===== src/kmpt_pkg.sv =====
// Package for the keyboard/mouse packet tracker: types, codes, constants, helpers.
package kmpt_pkg;

    // Register reset values and fixed constants
    localparam int QUEUE_DEPTH_DEFAULT = 256;
    localparam logic [9:0] MAX_X_RESET = 10'd628;
    localparam logic [8:0] MAX_Y_RESET = 9'd378;
    localparam logic [6:0] FPS_RESET = 7'd70;
    localparam logic [9:0] POS_X_RESET = 10'd320;
    localparam logic [8:0] POS_Y_RESET = 9'd200;
    localparam logic [7:0] HDR_MIN = 8'hF8;
    localparam logic [7:0] HDR_MAX_KNOWN = 8'hFB;

    // Request codes
    typedef enum logic [1:0] {
        REQ_RX_BYTE = 2'd0,
        REQ_TICK    = 2'd1,
        REQ_READ    = 2'd2,
        REQ_FLUSH   = 2'd3
    } req_t;

    // Configuration register indexes
    typedef enum logic [1:0] {
        CFG_MAX_X = 2'd0,
        CFG_MAX_Y = 2'd1,
        CFG_FPS   = 2'd2
    } cfg_idx_t;

    // Mouse packet parse phase
    typedef enum logic [1:0] {
        PH_IDLE = 2'd0,
        PH_DX   = 2'd1,
        PH_DY   = 2'd2
    } phase_t;

    // One result item
    typedef struct packed {
        logic [9:0]  cursor_x;
        logic [8:0]  cursor_y;
        logic [1:0]  buttons;
        logic [6:0]  key_code;
        logic        key_waiting;
        logic        key_held;
        logic [15:0] seconds_count;
    } result_t;

    // Add a signed byte delta to a position and clamp to [0, limit]
    function automatic logic [9:0] clamp_pos(input logic [9:0] pos,
                                             input logic [7:0] delta,
                                             input logic [9:0] limit);
        logic signed [11:0] sum;
        begin
            sum = $signed({2'b00, pos}) + $signed({{4{delta[7]}}, delta});
            if (sum < 12'sd0)
                clamp_pos = '0;
            else if (sum > $signed({2'b00, limit}))
                clamp_pos = limit;
            else
                clamp_pos = sum[9:0];
        end
    endfunction

endpackage


===== src/kmpt_if.sv =====
// Valid/ready channel interfaces for requests and results.
interface kmpt_req_if;
    logic       valid;
    logic       ready;
    logic [1:0] req_type;
    logic [7:0] rx_byte;
    logic       advance_head;

    modport source (output valid, output req_type, output rx_byte, output advance_head,
                     input ready);
    modport sink (input valid, input req_type, input rx_byte, input advance_head,
                   output ready);
endinterface

interface kmpt_rsp_if;
    logic        valid;
    logic        ready;
    logic [9:0]  cursor_x;
    logic [8:0]  cursor_y;
    logic [1:0]  buttons;
    logic [6:0]  key_code;
    logic        key_waiting;
    logic        key_held;
    logic [15:0] seconds_count;

    modport source (output valid, output cursor_x, output cursor_y, output buttons,
                     output key_code, output key_waiting, output key_held,
                     output seconds_count, input ready);
    modport sink (input valid, input cursor_x, input cursor_y, input buttons,
                   input key_code, input key_waiting, input key_held,
                   input seconds_count, output ready);
endinterface


===== src/kbd_mouse_packet_tracker.sv =====
// Top level: keyboard-controller byte decoder with mouse cursor and key code queue.
//
// Takes one request item per cycle (received byte, frame tick, key read, queue flush) and
// returns one result item for each, in order. All cursor, button, parse and frame state
// updates in the cycle an item is accepted; the key code queue sits in a synchronous
// memory of QUEUE_DEPTH entries with a registered read: each accepted item passes through
// the read stage register into the output buffer and is offered on rsp from there.
// Results wait in a three-entry buffer, and req.ready drops once the read stage and
// that buffer together hold three items; with rsp always ready the block sustains
// one item per cycle. Queue contents are not cleared at reset (no clearing pass); a
// code pushed to a full queue is dropped. Configuration writes take effect on the
// next item.
module kbd_mouse_packet_tracker #(
    parameter int QUEUE_DEPTH = kmpt_pkg::QUEUE_DEPTH_DEFAULT
) (
    input  logic       clk,
    input  logic       rst_n,
    kmpt_req_if.sink   req,
    kmpt_rsp_if.source rsp,
    input  logic       cfg_we,
    input  logic [1:0] cfg_index,
    input  logic [9:0] cfg_data
);

    localparam int PW = (QUEUE_DEPTH > 1) ? $clog2(QUEUE_DEPTH) : 1;
    localparam int FW = $clog2(QUEUE_DEPTH + 1);
    localparam logic [PW-1:0] PTR_LAST = PW'(QUEUE_DEPTH - 1);
    localparam logic [FW-1:0] FILL_FULL = FW'(QUEUE_DEPTH);
    localparam int OB_DEPTH = 3;
    localparam logic [1:0] OB_LAST = 2'(OB_DEPTH - 1);

    // Configuration registers
    logic [9:0] max_x_reg;
    logic [8:0] max_y_reg;
    logic [6:0] fps_reg;

    // Decoder state
    kmpt_pkg::phase_t phase_reg, phase_next;
    logic [1:0]    hdr_btn_reg, hdr_btn_next;
    logic          hdr_known_reg, hdr_known_next;
    logic [7:0]    dx_reg, dx_next;
    logic [7:0]    dy_reg, dy_next;
    logic [9:0]    pos_x_reg, pos_x_next;
    logic [8:0]    pos_y_reg, pos_y_next;
    logic [1:0]    btn_reg, btn_next;
    logic [PW-1:0] rd_ptr_reg, rd_ptr_next;
    logic [PW-1:0] wr_ptr_reg, wr_ptr_next;
    logic [FW-1:0] fill_reg, fill_next;
    logic          rpt_reg, rpt_next;
    logic [6:0]    frame_reg, frame_next;
    logic [15:0]   sec_reg, sec_next;

    // Queue memory
    logic [6:0]    key_mem [QUEUE_DEPTH];
    logic [6:0]    mem_rdata_reg;
    logic          mem_we;

    // Read stage and output buffer
    logic                s1_valid_reg;
    logic                s1_code_en_reg;
    kmpt_pkg::result_t   s1_res_reg;
    kmpt_pkg::result_t   res_next;
    logic                code_en_next;
    kmpt_pkg::result_t   s1_res_full;
    kmpt_pkg::result_t   ob_mem [OB_DEPTH];
    logic [1:0]          ob_head_reg, ob_tail_reg, ob_cnt_reg;
    logic [2:0]          occ;
    logic                acc, pop;

    logic [6:0] frame_inc;

    assign occ       = {2'b00, s1_valid_reg} + {1'b0, ob_cnt_reg};
    assign req.ready = (occ < 3'(OB_DEPTH));
    assign acc       = req.valid && req.ready;
    assign pop       = rsp.valid && rsp.ready;
    assign frame_inc = frame_reg + 7'd1;

    // Configuration writes
    always_ff @(posedge clk or negedge rst_n)
    begin
        if (!rst_n)
        begin
            max_x_reg <= kmpt_pkg::MAX_X_RESET;
            max_y_reg <= kmpt_pkg::MAX_Y_RESET;
            fps_reg   <= kmpt_pkg::FPS_RESET;
        end
        else if (cfg_we)
        begin
            unique case (cfg_index)
                kmpt_pkg::CFG_MAX_X: max_x_reg <= cfg_data;
                kmpt_pkg::CFG_MAX_Y: max_y_reg <= cfg_data[8:0];
                kmpt_pkg::CFG_FPS:   fps_reg   <= cfg_data[6:0];
                default:             ;
            endcase
        end
    end

    // Next state and result of an accepted item
    always_comb
    begin
        phase_next     = phase_reg;
        hdr_btn_next   = hdr_btn_reg;
        hdr_known_next = hdr_known_reg;
        dx_next        = dx_reg;
        dy_next        = dy_reg;
        pos_x_next     = pos_x_reg;
        pos_y_next     = pos_y_reg;
        btn_next       = btn_reg;
        rd_ptr_next    = rd_ptr_reg;
        wr_ptr_next    = wr_ptr_reg;
        fill_next      = fill_reg;
        rpt_next       = rpt_reg;
        frame_next     = frame_reg;
        sec_next       = sec_reg;
        mem_we         = 1'b0;
        code_en_next   = 1'b0;

        if (acc)
        begin
            unique case (kmpt_pkg::req_t'(req.req_type))
                kmpt_pkg::REQ_RX_BYTE:
                begin
                    priority if (phase_reg == kmpt_pkg::PH_DX)
                    begin
                        dx_next    = req.rx_byte;
                        phase_next = kmpt_pkg::PH_DY;
                    end
                    else if (phase_reg == kmpt_pkg::PH_DY)
                    begin
                        dy_next    = req.rx_byte;
                        phase_next = kmpt_pkg::PH_IDLE;
                    end
                    else if (req.rx_byte >= kmpt_pkg::HDR_MIN)
                    begin
                        hdr_btn_next   = req.rx_byte[1:0];
                        hdr_known_next = (req.rx_byte <= kmpt_pkg::HDR_MAX_KNOWN);
                        phase_next     = kmpt_pkg::PH_DX;
                    end
                    else if (!req.rx_byte[7])
                    begin
                        // make code: queue unless full
                        if (fill_reg != FILL_FULL)
                        begin
                            mem_we      = 1'b1;
                            wr_ptr_next = (wr_ptr_reg == PTR_LAST) ? '0 : wr_ptr_reg + 1'b1;
                            fill_next   = fill_reg + 1'b1;
                        end
                        rpt_next = 1'b1;
                    end
                    else
                    begin
                        rpt_next = 1'b0;
                    end
                end
                kmpt_pkg::REQ_TICK:
                begin
                    pos_x_next = kmpt_pkg::clamp_pos(pos_x_reg, dx_reg, max_x_reg);
                    pos_y_next = 9'(kmpt_pkg::clamp_pos({1'b0, pos_y_reg}, dy_reg,
                                                        {1'b0, max_y_reg}));
                    dx_next = '0;
                    dy_next = '0;
                    if (hdr_known_reg)
                        btn_next = hdr_btn_reg;
                    if (frame_inc == fps_reg)
                    begin
                        frame_next = '0;
                        sec_next   = sec_reg + 16'd1;
                    end
                    else
                    begin
                        frame_next = frame_inc;
                    end
                end
                kmpt_pkg::REQ_READ:
                begin
                    if (fill_reg != '0)
                    begin
                        code_en_next = 1'b1;
                        if (req.advance_head)
                        begin
                            rd_ptr_next = (rd_ptr_reg == PTR_LAST) ? '0 : rd_ptr_reg + 1'b1;
                            fill_next   = fill_reg - 1'b1;
                        end
                    end
                end
                kmpt_pkg::REQ_FLUSH:
                begin
                    rd_ptr_next = wr_ptr_reg;
                    fill_next   = '0;
                end
                default: ;
            endcase
        end

        res_next.cursor_x      = pos_x_next;
        res_next.cursor_y      = pos_y_next;
        res_next.buttons       = btn_next;
        res_next.key_code      = '0;
        res_next.key_waiting   = (fill_next != '0);
        res_next.key_held      = rpt_next;
        res_next.seconds_count = sec_next;
    end

    // State registers
    always_ff @(posedge clk or negedge rst_n)
    begin
        if (!rst_n)
        begin
            phase_reg     <= kmpt_pkg::PH_IDLE;
            hdr_btn_reg   <= '0;
            hdr_known_reg <= 1'b0;
            dx_reg        <= '0;
            dy_reg        <= '0;
            pos_x_reg     <= kmpt_pkg::POS_X_RESET;
            pos_y_reg     <= kmpt_pkg::POS_Y_RESET;
            btn_reg       <= '0;
            rd_ptr_reg    <= '0;
            wr_ptr_reg    <= '0;
            fill_reg      <= '0;
            rpt_reg       <= 1'b0;
            frame_reg     <= '0;
            sec_reg       <= '0;
        end
        else
        begin
            phase_reg     <= phase_next;
            hdr_btn_reg   <= hdr_btn_next;
            hdr_known_reg <= hdr_known_next;
            dx_reg        <= dx_next;
            dy_reg        <= dy_next;
            pos_x_reg     <= pos_x_next;
            pos_y_reg     <= pos_y_next;
            btn_reg       <= btn_next;
            rd_ptr_reg    <= rd_ptr_next;
            wr_ptr_reg    <= wr_ptr_next;
            fill_reg      <= fill_next;
            rpt_reg       <= rpt_next;
            frame_reg     <= frame_next;
            sec_reg       <= sec_next;
        end
    end

    // Queue memory: write at tail, registered read at head
    always_ff @(posedge clk)
    begin
        if (mem_we)
            key_mem[wr_ptr_reg] <= req.rx_byte[6:0];
        if (acc)
            mem_rdata_reg <= key_mem[rd_ptr_reg];
    end

    // Read stage
    always_ff @(posedge clk or negedge rst_n)
    begin
        if (!rst_n)
            s1_valid_reg <= 1'b0;
        else
            s1_valid_reg <= acc;
    end

    always_ff @(posedge clk)
    begin
        if (acc)
        begin
            s1_res_reg     <= res_next;
            s1_code_en_reg <= code_en_next;
        end
    end

    always_comb
    begin
        s1_res_full          = s1_res_reg;
        s1_res_full.key_code = s1_code_en_reg ? mem_rdata_reg : '0;
    end

    // Output buffer
    always_ff @(posedge clk or negedge rst_n)
    begin
        if (!rst_n)
        begin
            ob_head_reg <= '0;
            ob_tail_reg <= '0;
            ob_cnt_reg  <= '0;
        end
        else
        begin
            if (s1_valid_reg)
                ob_tail_reg <= (ob_tail_reg == OB_LAST) ? '0 : ob_tail_reg + 2'd1;
            if (pop)
                ob_head_reg <= (ob_head_reg == OB_LAST) ? '0 : ob_head_reg + 2'd1;
            ob_cnt_reg <= ob_cnt_reg + {1'b0, s1_valid_reg} - {1'b0, pop};
        end
    end

    always_ff @(posedge clk)
    begin
        if (s1_valid_reg)
            ob_mem[ob_tail_reg] <= s1_res_full;
    end

    assign rsp.valid         = (ob_cnt_reg != '0);
    assign rsp.cursor_x      = ob_mem[ob_head_reg].cursor_x;
    assign rsp.cursor_y      = ob_mem[ob_head_reg].cursor_y;
    assign rsp.buttons       = ob_mem[ob_head_reg].buttons;
    assign rsp.key_code      = ob_mem[ob_head_reg].key_code;
    assign rsp.key_waiting   = ob_mem[ob_head_reg].key_waiting;
    assign rsp.key_held      = ob_mem[ob_head_reg].key_held;
    assign rsp.seconds_count = ob_mem[ob_head_reg].seconds_count;

    // Checks
    a_fill_bound: assert property (@(posedge clk) disable iff (!rst_n)
        fill_reg <= FILL_FULL)
        else $error("queue fill beyond depth");

    a_empty_ptrs: assert property (@(posedge clk) disable iff (!rst_n)
        (fill_reg == '0) |-> (rd_ptr_reg == wr_ptr_reg))
        else $error("empty queue with unequal pointers");

    a_occ_bound: assert property (@(posedge clk) disable iff (!rst_n)
        occ <= 3'(OB_DEPTH))
        else $error("result buffer overflow");

    a_read_pushes: assert property (@(posedge clk) disable iff (!rst_n)
        acc |=> s1_valid_reg)
        else $error("accepted item lost before read stage");

endmodule


===== src/flat_wrapper.sv =====
// flat-port wrapper written by rule: the top's interface ports become plain ports
module kbd_mouse_packet_tracker_flat 
#(
    parameter int QUEUE_DEPTH = kmpt_pkg::QUEUE_DEPTH_DEFAULT
)
  (clk, rst_n, cfg_we, cfg_index, cfg_data, req_valid, req_req_type, req_rx_byte, req_advance_head, req_ready, rsp_valid, rsp_cursor_x, rsp_cursor_y, rsp_buttons, rsp_key_code, rsp_key_waiting, rsp_key_held, rsp_seconds_count, rsp_ready);
  kmpt_req_if req_i ();
  kmpt_rsp_if rsp_i ();
  input  logic clk;
  input  logic rst_n;
  input  logic cfg_we;
  input  logic [1:0] cfg_index;
  input  logic [9:0] cfg_data;
  input wire logic [$bits(req_i.valid)-1:0] req_valid;
  input wire logic [$bits(req_i.req_type)-1:0] req_req_type;
  input wire logic [$bits(req_i.rx_byte)-1:0] req_rx_byte;
  input wire logic [$bits(req_i.advance_head)-1:0] req_advance_head;
  output wire logic [$bits(req_i.ready)-1:0] req_ready;
  output wire logic [$bits(rsp_i.valid)-1:0] rsp_valid;
  output wire logic [$bits(rsp_i.cursor_x)-1:0] rsp_cursor_x;
  output wire logic [$bits(rsp_i.cursor_y)-1:0] rsp_cursor_y;
  output wire logic [$bits(rsp_i.buttons)-1:0] rsp_buttons;
  output wire logic [$bits(rsp_i.key_code)-1:0] rsp_key_code;
  output wire logic [$bits(rsp_i.key_waiting)-1:0] rsp_key_waiting;
  output wire logic [$bits(rsp_i.key_held)-1:0] rsp_key_held;
  output wire logic [$bits(rsp_i.seconds_count)-1:0] rsp_seconds_count;
  input wire logic [$bits(rsp_i.ready)-1:0] rsp_ready;
  assign req_i.valid = req_valid;
  assign req_i.req_type = req_req_type;
  assign req_i.rx_byte = req_rx_byte;
  assign req_i.advance_head = req_advance_head;
  assign req_ready = req_i.ready;
  assign rsp_valid = rsp_i.valid;
  assign rsp_cursor_x = rsp_i.cursor_x;
  assign rsp_cursor_y = rsp_i.cursor_y;
  assign rsp_buttons = rsp_i.buttons;
  assign rsp_key_code = rsp_i.key_code;
  assign rsp_key_waiting = rsp_i.key_waiting;
  assign rsp_key_held = rsp_i.key_held;
  assign rsp_seconds_count = rsp_i.seconds_count;
  assign rsp_i.ready = rsp_ready;
  kbd_mouse_packet_tracker #(.QUEUE_DEPTH(QUEUE_DEPTH)) u_core (.clk(clk), .rst_n(rst_n), .req(req_i), .rsp(rsp_i), .cfg_we(cfg_we), .cfg_index(cfg_index), .cfg_data(cfg_data));
endmodule

===== config.mk =====
export PLATFORM = sky130hd
export DESIGN_NAME = kbd_mouse_packet_tracker_flat
export DESIGN_NICKNAME = d
export VERILOG_FILES = /design/src/kmpt_pkg.sv /design/src/kmpt_if.sv /design/src/kbd_mouse_packet_tracker.sv /design/src/flat_wrapper.sv
export SDC_FILE = /design/constraint.sdc
export NUM_CORES = 2
export LEC_CHECK = 0
export BUFFER_PORTS_ARGS = -buffer_cell sky130_fd_sc_hd__buf_2
export CAP_MARGIN = 40
export CORE_MARGIN = 2
export CORE_UTILIZATION = 38
export DETAILED_ROUTE_END_ITERATION = 8
export HOLD_SLACK_MARGIN = 0.06
export SYNTH_ARGS = -nofsm -noshare
export SYNTH_HDL_FRONTEND = slang
export SYNTH_SLANG_ARGS = --single-unit

===== constraint.sdc =====
create_clock -name clk -period 6 [get_ports clk]
set_clock_uncertainty 0.15 [all_clocks]
set_input_delay 1.2 -clock clk [delete_from_list [all_inputs] [get_ports clk]]
set_output_delay 1.2 -clock clk [all_outputs]
set_load 0.01 [all_outputs]

==> flow_summary.toml <==
[timing]
hold_viol = 0
setup_viol = 0
fmax_mhz = 211
layout_min_cycle_time_ps = 4740
slew_headroom_pct = 26.1
setup_slack_ps = 1260
hold_ws_ps = 317
final.period_utilization_pct = 79.0
worstMarginPinSlew_ps = 1110
slew_violations = 0
fin_setup_tns_ps = 0
rsz0062_at_grt = "no"

[placed_design]
dp.cells = 6843
place.gp.congestion = 0.815
numPortBuffers = 75
hpwl_mm = 120
placed_cell_area_um2 = 87600
place_ws_ps = 732

[cells_and_area]
largest_reg_flops = 1792
syn2layout_area_growth_pct = 13.6
fin_util_pct = 43.4
fin_nets = 4281
fin_area_um2 = 94400
fin_cells = 7232
regMostFlops = "u_core.key_mem"
drive_above_1_share_pct = 26.5

[worst_setup_path]
crit_type = "flip-flop to flip-flop"
cp.depth = 10
worst-path-buf-inv = 1
r2r-end = "u_core.key_mem[47][5]"
end_kind = "flip-flop"
crit_path_cell_trace = "ha_1, ha_1, a21o_1, or3_1, nor2_2, nand2_1, nor3b_1, buf_4, nand2_1, nor2_1"
critPathMaxStageDelay_ps = 690
rr_worst_depth = 10
startpoint_type = "flip-flop"
cp_data_required_time_ps = 6300
critPathMaxFanout = 16
endpoint = "u_core.key_mem[47][5]"
cp_slowest_cell = "nor2_1"
r2r_start = "u_core.ob_cnt_reg[0]"
cp.arrival_ps = 5040
startpoint = "u_core.ob_cnt_reg[0]"
rrSetupSlack_ps = 1260
critPathTopFamily = "simple AND/OR/NAND/NOR gates"

[global_route]
grt_antenna_before_repair = 7
grt_pass1_wl_mm = 291
grt_use_total_pct = 17.8
grt_pass1_vias = 40497
grt_max_degree = 148
grt.overflow.total = 0

[pwr]
clkPwrFrac_pct = 30.9
p_int_mw = 29.6
peakVddDrop_mv = 0.276
power.total_mw = 42.1
p_switching_mw = 12.5
leakage_nw = 29.6
power_density_nw_per_um2 = 446
seq_power_share_pct = 41.8
switching_share_pct = 29.7
combPwrFrac_pct = 27.3

[floorplan]
rows = 171
die_area_um2 = 223000
die_w_um = 472
core_area_um2 = 217000
start_util_pct = 38.3
die_y_um = 472
num_io_pins = 76

[detailed_routing]
dr.pass1.iters = 5
wl_met3_mm = 14.9
post-route-drc-count = 0
highest_layer = "met5"
drt_iter0_markers = 4384
wl_met1_mm = 86.0
wire_per_inst_um = 27.6
drt-total-wl_mm = 200
vias = 40354
antenna_left = 0
avgViaCountPerCell = 5.58
wl_met2_mm = 94.2

[status]
outcome = "finished, final reports clean"

[logic_synthesis]
synthesis.nets = 4119
synth_top_area_share_pct = 71.4
async_flop_share_pct = 5.90
synth_area_leaders = "edfxtp_1 71%, mux4_2 16%, dfrtp_1 3.2%, nor2_1 1.3%, nand2_1 0.87%"
ys.warnings.count = 0
syn_avg_cell_area_um2 = 20.6
ys_types = 66
syn_inst = 4034
ys_seq_area_share_pct = 75.2
synthTopCellsByCount = "1,977 x edfxtp_1, 588 x mux4_2, 296 x nor2_1, 193 x nand2_1, 144 x clkbuf_1"
ys_ff_latch = 2101
yosysTopAreaCell = "edfxtp_1"
synth.most_common_cell = "edfxtp_1"
synth.cell_area_um2 = 83200
synth_edf_count = 1977
ys.flop_type = "edfxtp_1"

[clock_tree]
numCtsBuffers = 204
clock_latency_ps = 850
h-tree-depth = 4
root_buffer = "clkbuf_16"
cts_sinks = 2101
clk_pin_slew_ps = 60
cts_tree = "yes"
cts_resized = 0
clk_path_buf_depth = 3

[job]
drv_cap = 0

[hold_path]
hold_path_class = "flip-flop to flip-flop"
==> worst min-delay path by stage <==
stage                      startpoint                    to  slack [ps]  depth (start not counted)
2_1_floorplan      u_core.sec_reg[15]    u_core.sec_reg[15]         290                          1
3_3_place_gp   u_core.s1_res_full[27]  u_core.ob_mem[0][27]         290                          0
3_5_place_dp   u_core.s1_res_full[12]  u_core.ob_mem[1][12]         310                          0
4_1_cts        u_core.s1_res_full[12]  u_core.ob_mem[2][12]         320                          0
5_1_grt        u_core.s1_res_full[29]  u_core.ob_mem[0][29]         330                          0
6_report       u_core.s1_res_full[11]  u_core.ob_mem[2][11]         320                          0
==> cell usage in the layout (no fill, tap or decap), types with 8 or more instances in the layout <==
| cell | Yosys | routed |
|---|---|---|
| buf_8 | 0 | 8 |
| clkbuf_16 | 0 | 209 |
| nor2b_1 | 19 | 19 |
| and2_1 | 11 | 11 |
| buf_4 | 9 | 63 |
| a22oi_1 | 14 | 14 |
| clkinv_2 | 0 | 37 |
| buf_2 | 35 | 67 |
| clkbuf_1 | 144 | 33 |
| a21oi_1 | 26 | 26 |
| nand2_2 | 0 | 12 |
| dfstp_2 | 19 | 19 |
| mux2i_1 | 71 | 71 |
| nor3_1 | 23 | 22 |
| mux2_2 | 25 | 25 |
| clkbuf_8 | 0 | 8 |
| o21ai_0 | 125 | 125 |
| xor2_1 | 17 | 17 |
| clkinvlp_4 | 0 | 20 |
| nand2_1 | 193 | 181 |
| o21ai_1 | 9 | 9 |
| a21o_1 | 10 | 10 |
| bufinv_16 | 0 | 21 |
| ha_1 | 55 | 55 |
| clkinv_1 | 1 | 34 |
| and3_1 | 9 | 9 |
| edfxtp_1 | 1977 | 1977 |
| mux4_2 | 588 | 588 |
| xnor2_1 | 31 | 31 |
| nor2_1 | 296 | 296 |
| dfrtp_1 | 105 | 97 |
| nand4_1 | 9 | 9 |
| nand3_1 | 29 | 25 |
| a31oi_1 | 18 | 18 |
| inv_6 | 0 | 10 |
| buf_12 | 0 | 29 |
| inv_1 | 47 | 47 |
==> logic make-up (layout without fill, tap and decap cells) <==
kind of cell	after synthesis	after routing	synth area share (%)
AOI/OAI and AO/OA	248	248	1.77
xor gates and xnor gates	50	50	0.560
adders and majority gates	57	57	0.876
buffers and inverters	267	608	1.33
DFF	2101	2101	75.2
muxes	684	684	17.1
other	0	3	0
and+or+nand+nor	627	627	3.20
==> area by class of cell <==
cell class / instances / area (um^2)
clock inverter: 135 / 1370
multi-input combinational: 1666 / 19700
inverter: 48 / 180
sequential: 2101 / 62500
antenna: 3 / 7.51
clock buffer: 250 / 5460
tap: 2854 / 3570
timing repair buffer: 175 / 1680
fill: 18394 / 123000
==> power groups by stage <==
stage / sequential, mW / clock [mW] / combinational, mW
after global routing: 17.7 / 13.8 / 12.2
after floorplan: 17.5 / 0 / 7.90
after detailed placement: 17.9 / 0 / 11.6
final: 17.6 / 13.0 / 11.5
after global placement: 18.0 / 0 / 11.4
after CTS: 17.6 / 13.2 / 11.7
==> repair_timing <==
item | in CTS | in global routing
hold buffers | 1 | 0
hold endpoints to repair | 13 | 0
buffers inserted | 0 | 0
==> routing by layer <==
layer,GRT usage [%],up-vias
li1,-,16857
met1,25.8,21456
met2,27.8,1761
met3,3.41,274
met4,4.76,6
met5,0.260,-
No activity file was read; power rests on OpenSTA's default activity.
